===== config.mk =====
export PLATFORM = sky130hd
export DESIGN_NAME = qau_queue
export DESIGN_NICKNAME = d
export VERILOG_FILES = /design/src/sv/qau_pkg.sv /design/src/sv/qau_queue.sv
export SDC_FILE = /design/constraint.sdc
export NUM_CORES = 1
export LEC_CHECK = 0
export BUFFER_PORTS_ARGS = -buffer_cell sky130_fd_sc_hd__buf_2
export CORE_MARGIN = 4
export CORE_UTILIZATION = 50
export CTS_CLUSTER_DIAMETER = 200
export DETAILED_ROUTE_END_ITERATION = 6
export PLACE_DENSITY = 0.88
export SYNTH_ARGS = -nofsm -noshare
export SYNTH_HDL_FRONTEND = slang
export SYNTH_SLANG_ARGS = --single-unit

===== constraint.sdc =====
create_clock -name clk -period 18.5 [get_ports clk]
set_input_delay 2.775 -clock clk [delete_from_list [all_inputs] [get_ports clk]]
set_output_delay 2.775 -clock clk [all_outputs]
set_load 0.005 [all_outputs]

===== src/sv/qau_pkg.sv =====
// shared types, constants and operation codes of the quaternion arithmetic unit
package qau_pkg;

	localparam int FRAC_BITS    = 14;
	localparam int COMP_WIDTH   = 16;
	localparam int SCALAR_WIDTH = 2 * COMP_WIDTH - FRAC_BITS + 2;

	// multiplier operands carry one extra bit for the lerp difference b - a
	localparam int OPND_WIDTH = COMP_WIDTH + 1;
	localparam int PROD_WIDTH = 2 * OPND_WIDTH;
	localparam int RND_WIDTH  = PROD_WIDTH - FRAC_BITS;
	localparam int SUM_WIDTH  = RND_WIDTH + 2;
	localparam int NUM_COMP   = 4;
	localparam int NUM_PROD   = NUM_COMP * NUM_COMP;

	localparam int QUEUE_DEPTH = 2;
	localparam int QPTR_WIDTH  = (QUEUE_DEPTH > 1) ? $clog2(QUEUE_DEPTH) : 1;
	localparam int QCNT_WIDTH  = $clog2(QUEUE_DEPTH + 1);

	// component positions inside a quaternion
	localparam int QI = 0;
	localparam int QJ = 1;
	localparam int QK = 2;
	localparam int QW = 3;

	localparam logic [PROD_WIDTH-1:0] HALF_LSB = PROD_WIDTH'(1) << (FRAC_BITS - 1);
	localparam logic signed [SUM_WIDTH-1:0] DOT_LIM =
		SUM_WIDTH'((64'sd1 <<< FRAC_BITS) - 64'sd1);
	localparam logic signed [SUM_WIDTH-1:0] COMP_MAX =
		SUM_WIDTH'((64'sd1 <<< (COMP_WIDTH - 1)) - 64'sd1);
	localparam logic signed [SUM_WIDTH-1:0] COMP_MIN = -COMP_MAX - SUM_WIDTH'(1);

	typedef logic signed [COMP_WIDTH-1:0] comp_t;
	typedef comp_t [NUM_COMP-1:0] quat_t;

	typedef enum logic [2:0] {
		OP_ADD   = 3'd0,
		OP_MUL   = 3'd1,
		OP_CONJ  = 3'd2,
		OP_SCALE = 3'd3,
		OP_LERP  = 3'd4,
		OP_NORM  = 3'd5,
		OP_DOT   = 3'd6,
		OP_NONE  = 3'd7
	} op_t;

	typedef enum logic [1:0] {
		KIND_NONE,
		KIND_QUAT,
		KIND_SCALAR
	} kind_t;

	typedef struct packed {
		op_t   op;
		kind_t kind;
		quat_t a;
		quat_t b;
		comp_t t;
	} item_t;

endpackage


===== src/sv/qau_queue.sv =====
// short queue between front end and execution pipeline
module qau_queue import qau_pkg::*; (
	input  logic  clk,
	input  logic  arst_n,
	input  logic  push,
	input  item_t wr_item,
	input  logic  pop,
	output logic  full,
	output logic  q_valid,
	output item_t rd_item
);

	item_t                 entries_q [QUEUE_DEPTH];
	logic [QPTR_WIDTH-1:0] wr_ptr_q;
	logic [QPTR_WIDTH-1:0] rd_ptr_q;
	logic [QCNT_WIDTH-1:0] count_q;

	function automatic logic [QPTR_WIDTH-1:0] next_ptr(input logic [QPTR_WIDTH-1:0] p);
		if (p == QPTR_WIDTH'(QUEUE_DEPTH - 1))
			return '0;
		return p + QPTR_WIDTH'(1);
	endfunction

	assign full    = (count_q == QCNT_WIDTH'(QUEUE_DEPTH));
	assign q_valid = (count_q != '0);
	assign rd_item = entries_q[rd_ptr_q];

	always_ff @(posedge clk) begin
		if (push)
			entries_q[wr_ptr_q] <= wr_item;
	end

	always_ff @(posedge clk or negedge arst_n) begin
		if (!arst_n) begin
			wr_ptr_q <= '0;
			rd_ptr_q <= '0;
			count_q  <= '0;
		end else begin
			if (push)
				wr_ptr_q <= next_ptr(wr_ptr_q);
			if (pop)
				rd_ptr_q <= next_ptr(rd_ptr_q);
			if (push && !pop)
				count_q <= count_q + QCNT_WIDTH'(1);
			else if (pop && !push)
				count_q <= count_q - QCNT_WIDTH'(1);
		end
	end

`ifndef NO_ASSERTIONS
	a_no_overflow: assert property (@(posedge clk) disable iff (!arst_n)
		full |-> !push)
		else $error("queue written while full");
	a_no_underflow: assert property (@(posedge clk) disable iff (!arst_n)
		!q_valid |-> !pop)
		else $error("queue read while empty");
	a_count_range: assert property (@(posedge clk) disable iff (!arst_n)
		count_q <= QCNT_WIDTH'(QUEUE_DEPTH))
		else $error("queue count out of range");
`endif

endmodule


==> results.json <==
{
  "synth_top_area_cell": "edfxtp_1",
  "cts_tree": "done",
  "power_leakage_nw": 5.63,
  "grt_pass1_vias": 5913,
  "cp_max_fo": 66,
  "gr-total-overflow": 0,
  "critical_path_class": "flop to primary output",
  "maxCapViolations": 0,
  "finalSetupViolCount": 0,
  "synth-edff-count": 298,
  "gp_congestion": 0.753,
  "vias": 5581,
  "core_sq_um": 22100,
  "ant_nets": 0,
  "cts_repair_resize_count": 0,
  "drt-pass1-iter-count": 4,
  "dieArea_sq_um": 25200,
  "hpwl_mm": 14.6,
  "skew_ns": 0.0144,
  "rsz0062_at_grt": "false",
  "first_iter_violations": 341,
  "slew_headroom_pct": 29.7,
  "cts_buffers": 30,
  "syn_area_per_cell_sq_um": 23.7,
  "drv_slew": 0,
  "cts_root_buffer": "clkbuf_16",
  "postCtsSetupRepairBufs": 0,
  "die_y_um": 159,
  "ir_drop_mv": 0.209,
  "layout.cells.non_filler": 1109,
  "fmax_mhz": 178,
  "final_net_count": 957,
  "ys_types": 15,
  "drc": 0,
  "status": "finished clean",
  "cp.required_ns": 15.73,
  "synth_most_common_cell": "edfxtp_1",
  "fill_cells": 1488,
  "antenna_found_initial": 5,
  "die_w_um": 159,
  "area_delta_synth_final_pct": 24.7,
  "synthTopCellsByArea": "edfxtp_1 (79%), mux2_4 (13%), mux2_2 (4.9%), buf_6 (1.1%), dfrtp_1 (0.88%)",
  "grt_use_met3_pct": 5.30,
  "hold_buffers": 0,
  "synthArstFlopShare_pct": 1.32,
  "rrSetupSlack_ns": 15.80,
  "total_power_mw": 2.16,
  "tightest_slew_ns": 1.05,
  "period_share_pct": 30.4,
  "critPathCaptureType": "primary output",
  "tns_ns": 0,
  "io_buffers": 303,
  "grt.met2_usage_pct": 28.4,
  "clock_path_buffers": 3,
  "arrival_ns": 2.84,
  "grt_usage_pct": 16.2,
  "grt_max_degree": 78,
  "start_util_pct": 51.4,
  "yosysWarnings": 0,
  "cts.clk_slew.worst_paths_ns": 0.06,
  "wirelength_mm": 21.4,
  "ys.flop_type": "edfxtp_1",
  "hold_viol_final": 0,
  "dp_cells": 1051,
  "multi_input_area_sq_um": 2150,
  "io_pins": 304,
  "synthCells": 480,
  "rows": 54,
  "synth_commonest_cells": "edfxtp_1 (298), mux2_4 (100), mux2_2 (49)",
  "use_met1_pct": 19.0,
  "drive_above_1_share_pct": 62.4,
  "seq_area_frac_synth_pct": 79.7,
  "start_kind": "flop",
  "syn_area_sq_um": 11400,
  "h-tree-depth": 1,
  "worstSkewPairLatency_ns": 0.54,
  "grt-busiest-layer": "met2",
  "seqCellArea_sq_um": 9050,
  "period_minus_slack_ns": 5.62,
  "avgRoutedWirePerCell_um": 19.3,
  "grt_pass1_wl_mm": 31.5,
  "clock-sinks": 302,
  "powerDensity_nw_per_um2": 153,
  "hold_path_class": "flop to flop",
  "viasPerCell": 5.03,
  "syn_nets": 634,
  "synth_top_area_share_pct": 78.8,
  "ys_seq_elements": 302
}
## cells by family (layout without fill, tap and decap cells)
| family | after synthesis | count (layout) | share of synthesized area (%) |
|---|---|---|---|
| xor gates and xnor gates | 5 | 5 | 0.386 |
| buffers and inverters | 18 | 365 | 1.48 |
| and+or+nand+nor | 5 | 5 | 0.253 |
| adders and majority gates | 1 | 1 | 0.110 |
| other | 0 | 2 | 0 |
| muxes | 149 | 149 | 18.1 |
| DFF | 302 | 302 | 79.7 |
## layout by cell type (no fill, tap or decap)
cell type   netlist  final
buf_2             5    303
edfxtp_1        298    298
mux2_4          100    100
mux2_2           49     49
clkbuf_16         0     31
clkinv_2          0      8
clkbuf_8          0      6
clkinvlp_4        0      5
buf_4             0      5
xor2_1            4      4
bufinv_16         0      3
dfrtp_1           4      3
diode_2           0      2
inv_1             1      1
and2_4            0      1
or2_2             1      1
nor2b_1           2      1
nor2b_4           0      1
xnor2_1           1      1
nor2_1            1      1
ha_1              1      1
clkinv_4          0      1
clkinv_1          0      1
inv_6             0      1
dfrtp_4           0      1
## critical path: stages (launching register included)
cell and delay [ns]:
dfrtp_4 0.79, buf_4 0.88, mux2_2 0.44, buf_2 0.14
## path summary, 6_finish.rpt
path                                        startpoint                           to  depth (start not counted)
worst max-delay path              rd_ptr_q$_DFFE_PN0P_                 rd_item[133]                          3
worst min-delay path            count_q[1]$_DFFE_PN0P_       count_q[1]$_DFFE_PN0P_                          1
worst max register to register    wr_ptr_q$_DFFE_PN0P_  entries_q[1][116]$_DFFE_PP_                          2
worst min register to register  count_q[1]$_DFFE_PN0P_       count_q[1]$_DFFE_PN0P_                          1
max in group asynchronous                       arst_n         rd_ptr_q$_DFFE_PN0P_                          1
min in group asynchronous                       arst_n         wr_ptr_q$_DFFE_PN0P_                          1
## power breakdown
group | internal, mW | leakage, nW | switching (mW)
clock network | 0.371 | 0.510 | 0.245
registers | 0.911 | 2.84 | 0.0502
logic | 0.318 | 2.28 | 0.266
## per-layer routing
layer	share of wire, %	vias up
met4	2.9	8
met1	38	2726
met5	0.21	-
li1	-	2565
met3	8.7	52
met2	51	230
## state kept, by name, summed over array words and instances (netlist names)
name,cells
count_q,2
wr_ptr_q,1
rd_ptr_q,1
entries_q,298
## per-stage QoR
step / setup WS (ns) / hold WS [ns] / util [%] / instance area (sq um)
detailed placement: 13.34 / 0.505 / 59.3 / 13100
finish: 12.88 / 0.525 / 64.1 / 14200
global route: 12.74 / 0.553 / 64.1 / 14200
global placement: 13.39 / 0.488 / 59.3 / 13100
floorplan: 8.60 / 0.447 / - / 11400
CTS: 12.82 / 0.520 / 64.1 / 14200
## cell type report
class	count	share of cell area, %
clock inverters	19	1.33
flip-flops and latches	302	63.9
inverters	1	0.0265
repair buffers	308	11.0
diodes	2	0.0353
clock buffers	37	6.06
multi-input cells	160	15.2
well taps	280	2.47
(Power assumes the default switching activity.)
